$ cat src/rtl/core/sma_pkg.sv
// shared constants for the moving average block
// no dependencies; used by the top level, the divider and the testbench
package sma_pkg;

	// window length register
	localparam int WL_W     = 7;
	localparam int WL_RESET = 5;
	localparam int WL_MAX   = (1 << WL_W) - 1;

	// status from the divider back to the sequencer
	typedef struct packed {
		logic busy;
		logic done;
	} div_stat_t;

endpackage

$ cat src/rtl/core/sma_ram.sv
// generic simple dual-port ram, one write and one registered read port
// depends on nothing
module sma_ram #(
	parameter int WIDTH = 48,
	parameter int DEPTH = 64
) (
	input  logic                                  clk,
	input  logic                                  we,
	input  logic [(DEPTH > 1 ? $clog2(DEPTH) : 1)-1:0] waddr,
	input  logic [WIDTH-1:0]                      wdata,
	input  logic [(DEPTH > 1 ? $clog2(DEPTH) : 1)-1:0] raddr,
	output logic [WIDTH-1:0]                      rdata
);

	logic [WIDTH-1:0] mem_q [DEPTH];

	// write port
	always_ff @(posedge clk) begin
		if (we) begin
			mem_q[waddr] <= wdata;
		end
	end

	// registered read port
	always_ff @(posedge clk) begin
		rdata <= mem_q[raddr];
	end

endmodule

$ cat src/rtl/core/sma_div.sv
// iterative radix-2 restoring divider, signed dividend by positive count
// depends on sma_pkg for the status struct; one quotient bit per cycle
module sma_div #(
	parameter int NUM_W = 54,
	parameter int DEN_W = 7
) (
	input  logic                    clk,
	input  logic                    arst_n,
	input  logic                    start,
	input  logic signed [NUM_W-1:0] dividend,
	input  logic [DEN_W-1:0]        divisor,
	output logic signed [NUM_W-1:0] quotient,
	output sma_pkg::div_stat_t      stat
);

	localparam int CNT_W = (NUM_W > 1) ? $clog2(NUM_W) : 1;
	localparam logic [1:0] D_IDLE = 2'd0;
	localparam logic [1:0] D_RUN  = 2'd1;
	localparam logic [1:0] D_FIX  = 2'd2;

	logic [1:0]       state_q;
	logic [CNT_W-1:0] cnt_q;
	logic             neg_q;
	logic [NUM_W-1:0] quo_q;
	logic [DEN_W-1:0] rem_q;
	logic [DEN_W-1:0] den_q;
	logic             done_q;
	logic [DEN_W:0]   rem_sh;
	logic             fits;
	logic [DEN_W:0]   rem_sub;

	// one trial subtraction per step
	always_comb begin
		rem_sh  = {rem_q, quo_q[NUM_W-1]};
		fits    = (rem_sh >= {1'b0, den_q});
		rem_sub = rem_sh - {1'b0, den_q};
	end

	// step sequencer
	always_ff @(posedge clk or negedge arst_n) begin
		if (!arst_n) begin
			state_q <= D_IDLE;
			cnt_q   <= '0;
			done_q  <= 1'b0;
		end else begin
			done_q <= 1'b0;
			case (state_q)
				D_IDLE: begin
					if (start) begin
						state_q <= D_RUN;
						cnt_q   <= '0;
					end
				end
				D_RUN: begin
					cnt_q <= cnt_q + 1'b1;
					if (cnt_q == CNT_W'(NUM_W - 1)) begin
						state_q <= D_FIX;
					end
				end
				D_FIX: begin
					state_q <= D_IDLE;
					done_q  <= 1'b1;
				end
				default: begin
					state_q <= D_IDLE;
				end
			endcase
		end
	end

	// datapath: magnitude in, shift quotient bits in, sign restored at the end
	always_ff @(posedge clk) begin
		case (state_q)
			D_IDLE: begin
				if (start) begin
					neg_q <= dividend[NUM_W-1];
					quo_q <= dividend[NUM_W-1] ? NUM_W'(-dividend) : NUM_W'(dividend);
					rem_q <= '0;
					den_q <= divisor;
				end
			end
			D_RUN: begin
				quo_q <= {quo_q[NUM_W-2:0], fits};
				rem_q <= fits ? rem_sub[DEN_W-1:0] : rem_sh[DEN_W-1:0];
			end
			D_FIX: begin
				quotient <= neg_q ? -$signed(quo_q) : $signed(quo_q);
			end
			default: begin
			end
		endcase
	end

	assign stat.busy = (state_q != D_IDLE);
	assign stat.done = done_q;

endmodule

$ cat src/rtl/core/moving_average_running_sum_top.sv
// moving average over a ring of samples with an exact running sum
// one item at a time; the output register frees the input side
// async active-low reset: window 5, empty ring, zero sum, no result pending
// depends on sma_pkg, sma_ram and sma_div
module moving_average_running_sum_top #(
	parameter int MAX_WINDOW   = 64,
	parameter int SAMPLE_WIDTH = 48
) (
	input  logic                                   clk,
	input  logic                                   arst_n,
	input  logic                                   s_axis_tvalid,
	output logic                                   s_axis_tready,
	input  logic [((SAMPLE_WIDTH + 7) / 8) * 8 - 1:0] s_axis_tdata,  // sample
	output logic                                   m_axis_tvalid,
	input  logic                                   m_axis_tready,
	output logic [((SAMPLE_WIDTH + 7) / 8) * 8 - 1:0] m_axis_tdata,  // mean
	output logic                                   m_axis_tuser,  // window_full
	input  logic                                   cfg_valid,
	output logic                                   cfg_ready,
	input  logic [sma_pkg::WL_W-1:0]               cfg_data       // window_length
);

	localparam int TDATA_W = ((SAMPLE_WIDTH + 7) / 8) * 8;
	localparam int EFF_MAX = (MAX_WINDOW < sma_pkg::WL_MAX) ? MAX_WINDOW : sma_pkg::WL_MAX;
	localparam int CW      = $clog2(EFF_MAX + 1);
	localparam int SW      = (EFF_MAX > 1) ? $clog2(EFF_MAX) : 1;
	localparam int AW      = (MAX_WINDOW > 1) ? $clog2(MAX_WINDOW) : 1;
	localparam int SUM_W   = SAMPLE_WIDTH + $clog2(EFF_MAX);

	localparam logic [2:0] ST_IDLE  = 3'd0;
	localparam logic [2:0] ST_READ  = 3'd1;
	localparam logic [2:0] ST_SUB   = 3'd2;
	localparam logic [2:0] ST_ADD   = 3'd3;
	localparam logic [2:0] ST_START = 3'd4;
	localparam logic [2:0] ST_DIV   = 3'd5;
	localparam logic [2:0] ST_DONE  = 3'd6;

	logic [2:0]                state_q;
	logic [sma_pkg::WL_W-1:0]  wl_q;
	logic [SW-1:0]             slot_q;
	logic [CW-1:0]             fill_q;
	logic signed [SUM_W-1:0]   sum_q;
	logic [SAMPLE_WIDTH-1:0]   sample_q;
	logic                      full_q;
	logic [SAMPLE_WIDTH-1:0]   res_q;
	logic                      m_valid_q;
	logic [SAMPLE_WIDTH-1:0]   m_mean_q;
	logic                      m_full_q;

	logic [CW-1:0]             len;
	logic [SW-1:0]             slot_use;
	logic [CW-1:0]             slot_inc;
	logic                      was_full;
	logic [CW-1:0]             fill_next;
	logic [SAMPLE_WIDTH-1:0]   old_sample;
	logic signed [SUM_W-1:0]   old_ext;
	logic signed [SUM_W-1:0]   new_ext;
	logic                      div_start;
	logic signed [SUM_W-1:0]   div_quot;
	sma_pkg::div_stat_t        div_stat;
	logic                      out_free;

	// effective window: zero means one, clamp to the ring size
	always_comb begin
		if (wl_q == '0) begin
			len = CW'(1);
		end else if (wl_q > sma_pkg::WL_W'(EFF_MAX)) begin
			len = CW'(EFF_MAX);
		end else begin
			len = CW'(wl_q);
		end
	end

	// ring position and fill bookkeeping
	always_comb begin
		slot_use  = (CW'(slot_q) >= len) ? '0 : slot_q;
		slot_inc  = CW'(slot_use) + 1'b1;
		was_full  = (fill_q >= len);
		fill_next = was_full ? len : fill_q + 1'b1;
		old_ext   = SUM_W'($signed(old_sample));
		new_ext   = SUM_W'($signed(sample_q));
		div_start = (state_q == ST_START);
		out_free  = !m_valid_q || m_axis_tready;
	end

	// configuration only between items, and ahead of a new sample
	assign s_axis_tready = (state_q == ST_IDLE) && !cfg_valid;
	assign cfg_ready     = (state_q == ST_IDLE);

	// sample ring
	sma_ram #(
		.WIDTH(SAMPLE_WIDTH),
		.DEPTH(MAX_WINDOW)
	) u_ring (
		.clk  (clk),
		.we   (state_q == ST_ADD),
		.waddr(AW'(slot_use)),
		.wdata(sample_q),
		.raddr(AW'(slot_use)),
		.rdata(old_sample)
	);

	// divider for sum over count
	sma_div #(
		.NUM_W(SUM_W),
		.DEN_W(CW)
	) u_div (
		.clk     (clk),
		.arst_n  (arst_n),
		.start   (div_start),
		.dividend(sum_q),
		.divisor (fill_q),
		.quotient(div_quot),
		.stat    (div_stat)
	);

	// sequencer and running state
	always_ff @(posedge clk or negedge arst_n) begin
		if (!arst_n) begin
			state_q   <= ST_IDLE;
			wl_q      <= sma_pkg::WL_W'(sma_pkg::WL_RESET);
			slot_q    <= '0;
			fill_q    <= '0;
			sum_q     <= '0;
			m_valid_q <= 1'b0;
		end else begin
			// output transaction flag: load at the end of an item, clear when taken
			if (state_q == ST_DONE && out_free) begin
				m_valid_q <= 1'b1;
			end else if (m_axis_tready) begin
				m_valid_q <= 1'b0;
			end
			if (cfg_valid && cfg_ready) begin
				wl_q   <= cfg_data;
				slot_q <= '0;
				fill_q <= '0;
				sum_q  <= '0;
			end
			case (state_q)
				ST_IDLE: begin
					if (s_axis_tvalid && s_axis_tready) begin
						state_q <= ST_READ;
					end
				end
				ST_READ: begin
					state_q <= ST_SUB;
				end
				ST_SUB: begin
					if (was_full) begin
						sum_q <= sum_q - old_ext;
					end
					state_q <= ST_ADD;
				end
				ST_ADD: begin
					sum_q   <= sum_q + new_ext;
					fill_q  <= fill_next;
					slot_q  <= (slot_inc >= len) ? '0 : SW'(slot_inc);
					state_q <= ST_START;
				end
				ST_START: begin
					state_q <= ST_DIV;
				end
				ST_DIV: begin
					if (div_stat.done) begin
						state_q <= ST_DONE;
					end
				end
				ST_DONE: begin
					if (out_free) begin
						state_q <= ST_IDLE;
					end
				end
				default: begin
					state_q <= ST_IDLE;
				end
			endcase
		end
	end

	// payload registers
	always_ff @(posedge clk) begin
		if (s_axis_tvalid && s_axis_tready) begin
			sample_q <= s_axis_tdata[SAMPLE_WIDTH-1:0];
		end
		if (state_q == ST_ADD) begin
			full_q <= (fill_next >= len);
		end
		if (state_q == ST_DIV && div_stat.done) begin
			res_q <= div_quot[SAMPLE_WIDTH-1:0];
		end
		if (state_q == ST_DONE && out_free) begin
			m_mean_q <= res_q;
			m_full_q <= full_q;
		end
	end

	assign m_axis_tvalid = m_valid_q;
	assign m_axis_tdata  = TDATA_W'(m_mean_q);
	assign m_axis_tuser  = m_full_q;

endmodule

$ cat config.mk
export PLATFORM = sky130hd
export DESIGN_NAME = moving_average_running_sum_top
export DESIGN_NICKNAME = d
export VERILOG_FILES = /design/src/rtl/core/sma_pkg.sv /design/src/rtl/core/sma_ram.sv /design/src/rtl/core/sma_div.sv /design/src/rtl/core/moving_average_running_sum_top.sv
export SDC_FILE = /design/constraint.sdc
export NUM_CORES = 2
export LEC_CHECK = 0
export ABC_AREA = 1
export BUFFER_PORTS_ARGS = -buffer_cell sky130_fd_sc_hd__buf_2
export CAP_MARGIN = 20
export CORE_MARGIN = 2
export CORE_UTILIZATION = 25
export CTS_CLUSTER_DIAMETER = 150
export CTS_CLUSTER_SIZE = 10
export DETAILED_ROUTE_END_ITERATION = 10
export GPL_ROUTABILITY_DRIVEN = 1
export PLACE_DENSITY_LB_ADDON = 0.3
export RECOVER_POWER = 50
export SYNTH_ARGS = -nofsm -noshare
export SYNTH_HDL_FRONTEND = slang
export SYNTH_HIERARCHICAL = 1
export SYNTH_SLANG_ARGS = --single-unit
$ cat constraint.sdc
create_clock -name clk -period 16.1 [get_ports clk]
set_input_delay 1.61 -clock clk [delete_from_list [all_inputs] [get_ports clk]]
set_output_delay 1.61 -clock clk [all_outputs]
set_load 0.02 [all_outputs]
# After elaboration in Yosys (flattened, before gate mapping)
# Memory sizes are Yosys's and may differ from the RTL's. A register that Yosys moved wholly into a read port is not among the register bits.
# Cells that the tools add are included.
[op_classes] addsub=8 order_cmp=6 reduce_logical=18 eq_ne=14 muxes=33
[ops] operator="54-bit 2-to-1 mux" n=4
[ops] operator="54-bit case mux with 2 select lines" n=2
[ops] operator="54-bit by 48-bit adder with 54-bit output" n=1
[ops] operator="54-bit negator" n=1
[ops] operator="54-bit by 48-bit subtractor with 54-bit output" n=1
[ops] operator="7-bit 2-to-1 mux" n=7
[ops] operator="48-bit 2-to-1 mux" n=1
[ops] operator="48-bit negator" n=1
[ops] operator="6-bit 2-to-1 mux" n=5
[ops] operator="7-bit >= comparator" n=3
[ops] operator="3-bit case mux with 7 select lines" n=1
[ops] operator="7-bit case mux with 2 select lines" n=1
[ops] operator="6-bit case mux with 2 select lines" n=1
[ops] operator="3-bit == test (second input constant)" n=3
[ops] operator="3-bit 2-to-1 mux" n=3
[ops] operator="8-bit by 7-bit >= comparator with 1-bit output" n=1
[ops] operator="6-bit by 1-bit adder with 7-bit output (second input constant)" n=1
[ops] operator="7-bit by 1-bit adder with 7-bit output (second input constant)" n=1
[ops] operator="6-bit by 7-bit >= comparator with 1-bit output" n=1
[ops] operator="7-bit greater-than comparator (second input constant)" n=1
[ops] operator="7-bit logical NOT" n=1
[ops] operator="7-bit subtractor" n=1
[ops] operator="6-bit by 1-bit adder with 6-bit output (second input constant)" n=1
[ops] operator="3-bit by 2-bit == test with 1-bit output (second input constant)" n=2
[ops] operator="17 further kinds" n=34
[word_totals] regBits=350 mem_bits_rw=3072 out_inout_bits=52 word_cells=99 memories=1
[mem_list] memory="u_ring.mem_q" depth=64 width=48 read_ports=1 rd_clocked_by_memory_dff=1 wr=1 line="sma_ram.sv:15" text="logic [WIDTH-1:0] mem_q [DEPTH];"

# Longest topological paths before layout
[logic_depth] ltp_word=9 depth_mapped=24 ltp_nobuf=22

# Hierarchy
# Netlist, hierarchy kept.
[modules_own_cells] module="sma_ram" cells_each=10108 area_per_inst_um2=124330.5 instances=1 seq_area_each_um2=93209.4
[modules_own_cells] module="moving_average_running_sum_top" cells_each=2698 area_per_inst_um2=18507.8 instances=1 seq_area_each_um2=6338.6
[modules_own_cells] module="sma_div" cells_each=1155 area_per_inst_um2=8807.2 instances=1 seq_area_each_um2=3918.8

# Least setup slack after synthesis
# Ideal clock, no wire load.
[synth_timing] kind="reg-to-reg" start="register wl_q[3] (netlist name)" end="memory u_ring.mem_q[49][0] (enable)" setup_time_ns=0.574 t_arrival_ns=6.986 path_slack_ns=8.540 stages_incl_launch_ff=14 cell_sequence="dfrtp_1 > nor4_1 > nand2_1 > nand2_1 > nand2_1 > ha_1 > a21oi_1 > o21ai_0 > nand4_1 > nand3_2 > nor2_1 > clkbuf_1 > inv_1 > nor4_1"
[synth_via] elab_chain_cells=5 word_cells_on_any_way=6 classes_between="order compare: 2; mux: 3; reduce/logical: 1"
[synth_lines] item="start, declared" line="moving_average_running_sum_top.sv:39" text="logic [sma_pkg::WL_W-1:0] wl_q;"
[synth_lines] item="start signal, assigned" line="moving_average_running_sum_top.sv:121" text="wl_q <= sma_pkg::WL_W'(sma_pkg::WL_RESET);"
[synth_lines] item="start signal, assigned" line="moving_average_running_sum_top.sv:134" text="wl_q <= cfg_data;"
[synth_lines] item="7-bit greater-than comparator" line="moving_average_running_sum_top.sv:67" text="end else if (wl_q > sma_pkg::WL_W'(EFF_MAX)) begin"
[synth_lines] item="7-bit 2-to-1 mux" line="moving_average_running_sum_top.sv:67"
[synth_lines] item="7-bit 2-to-1 mux (*)" line="moving_average_running_sum_top.sv:65" text="if (wl_q == '0) begin"
[synth_lines] item="6-bit by 7-bit >= comparator with 1-bit output (*)" line="moving_average_running_sum_top.sv:76" text="slot_use = (CW'(slot_q) >= len) ? '0 : slot_q;"
[synth_lines] item="6-bit 2-to-1 mux (*)" line="moving_average_running_sum_top.sv:76"
[synth_lines] item="net slot_use[0]" line="moving_average_running_sum_top.sv:51" text="logic [SW-1:0] slot_use;"
[synth_lines] item="end, declared" line="sma_ram.sv:15"
# Mark *: on every way through the listed nets, which the timed path passes. The rest lies on a longest branch.

# Worst setup path after layout
[layout_timing] start="register wl_q[3] (netlist name)" end="register u_ring.rdata[40], read port of u_ring.mem_q"
[layout_via] elab_chain_cells=5 word_cells_on_any_way=6 classes_between="order compare: 2; mux: 3; reduce/logical: 1"
[layout_lines] item="7-bit greater-than comparator" line="moving_average_running_sum_top.sv:67"
[layout_lines] item="7-bit 2-to-1 mux" line="moving_average_running_sum_top.sv:67"
[layout_lines] item="7-bit 2-to-1 mux (*)" line="moving_average_running_sum_top.sv:65"
[layout_lines] item="6-bit by 7-bit >= comparator with 1-bit output (*)" line="moving_average_running_sum_top.sv:76"
[layout_lines] item="6-bit 2-to-1 mux (*)" line="moving_average_running_sum_top.sv:76"
[layout_lines] item="net slot_use[0]" line="moving_average_running_sum_top.sv:51"
[layout_lines] item="end, declared" line="sma_ram.sv:12" text="output logic [WIDTH-1:0] rdata"
# Marks and branches as above.
# A chain may end at the register's enable or synchronous reset.

==> summary.txt <==
Run status
  – Result of the run: finished with violations
  – Violated checks: capacitance limit, slew limit

Die
  – Die Outline Area: ~0.61 mm^2
  – Die span in y: just under 800 um
  – Area inside the core boundary: 0.602 mm^2
  – Io pins: 112
  – Chip width: between 700 and 800 um
  – Starting density of the core: 0.251
  – Row count: approximately 290

Timing
  – Slew Limit Headroom: -1.65
  – Post-layout min period: 6970 ps
  – Tightest Pin Transition: a little under 4000 ps
  – Unrepaired setup endpoints after global routing: no
  – Clock Skews: between 100 and 150 ps
  – Final period utilization: 0.433
  – Setup TNS: 0 ps
  – Number of setup violations in the final report: 0
  – Hold violation total from the final report: 0
  – Maximum achievable frequency: 143 MHz
  – Number of pins with negative max-slew slack in the final report: 3423

Power and ir drop
  – IR drop worst, VDD: approximately 95 uV
  – Pwr per Cell Area: ~110 mW/mm^2
  – Total design power: 19600 uW
  – Leakage power total: ~0.06 uW

Global route
  – First-pass GRT wire length: 757 mm
  – Via count of the first global-routing pass: 100000
  – Final global-route overflow total: 0
  – Number of antenna violations at the first check in global routing: 57
  – Pin count of the biggest net entering global routing: about 170
  – Gr usage total: 0.169

Job
  – Number of maximum-capacitance violations: 79

Logic synthesis
  – Count of synthesis-stage warnings from yosys: 6
  – Net count after synthesis: 14100
  – Per-instance average area after synthesis: 10.9 um^2
  – Number of cells produced by synthesis: around 14000
  – Netlist Area Pre-Place: between 0.15 and 0.2 mm^2

Placement
  – Count of input and output buffers: ~110
  – Final weighted congestion in routability-driven placement: 0.905
  – Total placed cells including tap cells: 21600
  – DP Wirelength: a little over 300 mm

Final layout
  – Count of nets after finishing: between 10000 and 15000
  – Number of fill cells in the layout: 62100
  – Synth-to-layout area growth: 13.4%
  – Cell Count, Final, Fillers Out: 22200
  – Share of final-layout standard cells stronger than drive strength 1: 0.0674

Drt
  – Antenna violation net count after detailed routing: 0
  – Number of optimization iterations in the first detailed-route pass: 8
  – Initial DRC Count: 12100
  – Routed vias: 107000
  – Total routed wirelength: roughly 540 mm
  – Per-cell routed wire length: 24.2 um
  – Number of remaining DRC errors: 0
  – Average vias per placed instance: 4.82

Clock network
  – Post-CTS sizing: 0
  – Clock transition at the registers of the reported paths: 60 ps
  – Post-CTS setup buffer count: 0
  – Deepest level of the CTS H-tree: 5
  – Hold buffer count at CTS: 0
  – Number of clock sinks: between 3000 and 4000
  – CTS tree: built
  – Clock network latency to the later pin of the worst-skew pair: 1060 ps
  – Root buffer selected by CTS: sky130_fd_sc_hd__clkbuf_16
  – CTS Buf Count: 385
  – Clock Path Buffers: 4

Worst setup path
  – Endpoint required time on the critical path: 17060 ps
  – Critical path startpoint category: flip-flop
  – Highest net fanout along the worst path: around 110
  – Critical setup path kind: reg2reg
  – Worst setup EP type: flip-flop
  – Data arrival at the endpoint of the critical path: slightly below 8000 ps

Min path
  – Type of the most critical hold path: reg2reg
## placed cells by master, fill, tap and decap left out, drive strengths merged, types with 27 or more instances in the layout
cell	n
nand3	3221
a21oi	160
edfxtp	3335
ha	146
xor2	65
o21ai	212
inv	635
dfxtp	48
nand2	4543
xnor2	27
nand4	72
clkbuf	688
buf	307
nor2	453
dfrtp	85
## critical path: stages (launching register included)
cell,delay [ps]
sky130_fd_sc_hd__dfrtp_1,400
sky130_fd_sc_hd__nor4_1,280
sky130_fd_sc_hd__nand2_1,110
sky130_fd_sc_hd__nand2_1,110
sky130_fd_sc_hd__nand2_1,160
sky130_fd_sc_hd__ha_1,360
sky130_fd_sc_hd__a21oi_1,130
sky130_fd_sc_hd__o21ai_0,100
sky130_fd_sc_hd__nand4_1,90
sky130_fd_sc_hd__nand3_2,290
sky130_fd_sc_hd__nor2_4,370
sky130_fd_sc_hd__buf_12,430
sky130_fd_sc_hd__buf_4,700
sky130_fd_sc_hd__buf_4,620
sky130_fd_sc_hd__buf_4,730
sky130_fd_sc_hd__buf_4,870
sky130_fd_sc_hd__nand2_1,120
sky130_fd_sc_hd__nand3_1,140
sky130_fd_sc_hd__nand3_1,90
sky130_fd_sc_hd__nand3_1,130
sky130_fd_sc_hd__nand3_1,90
sky130_fd_sc_hd__nand2_1,130
sky130_fd_sc_hd__nand2_1,70
sky130_fd_sc_hd__nand2_1,80
## stage by stage
| step | hold WS, ps | worst slack, ps | instance area [um^2] | util |
|---|---|---|---|---|
| 3_3_place_gp | 405 | 9080 | 161000 | 0.267 |
| 3_5_place_dp | 405 | 9140 | 161000 | 0.267 |
| 6_report | 380 | 9130 | 171000 | 0.285 |
| 4_1_cts | 376 | 9180 | 172000 | 0.285 |
| 2_1_floorplan | 400 | 8540 | 151000 | - |
| 5_1_grt | 394 | 8660 | 171000 | 0.285 |
## final timing paths
check	from	endpoint	slack [ps]	cells past startpoint
min reg2reg	u_div/quotient[43]	res_q[43]	380	0
min in group asynchronous	arst_n	u_div/cnt_q[3]	1160	1
min	u_div/quotient[43]	res_q[43]	380	0
max	wl_q[3]	u_ring/rdata[40]	9130	23
max in group asynchronous	arst_n	sum_q[53]	10310	2
max reg2reg	wl_q[3]	u_ring/rdata[40]	9130	23
## power by group
part	internal, uW	leakage [uW]	switching [uW]	total, uW
combinational	427	0.0249	1180	1610
clock	4460	0.00528	3670	8130
sequential	9770	0.0308	54.1	9820
## layout make-up
class / count / area, um^2 / share of cell area
Tap cell: 8036 / 10100 / 0.0587
Clock inverter: 29 / 677 / 0.00395
Multi-Input combinational cell: 9037 / 41800 / 0.244
Sequential cell: 3470 / 103000 / 0.603
Antenna cell: 13 / 32.5 / 0.000190
Clock buffer: 581 / 10400 / 0.0608
Timing Repair Buffer: 414 / 2700 / 0.0158
Inverter: 633 / 2420 / 0.0141
## registers in the layout (all words and copies together) (netlist names), 48 cells and up
| name | count |
|---|---|
| u_div/quotient | 48 |
| sum_q | 54 |
| sample_q | 48 |
| res_q | 48 |
| u_div/quo_q | 54 |
| u_ring/rdata | 48 |
| u_ring/mem_q | 3072 |
| m_axis_tdata | 48 |
## per-layer routing
metal  share of wire  GRT usage  routed length, um
met1            0.44      0.244             237000
met2            0.45      0.265             241000
met3           0.083     0.0261              44500
met4           0.027     0.0410              14200
met5        0.000067          0                 36
(Power assumes the default switching activity.)
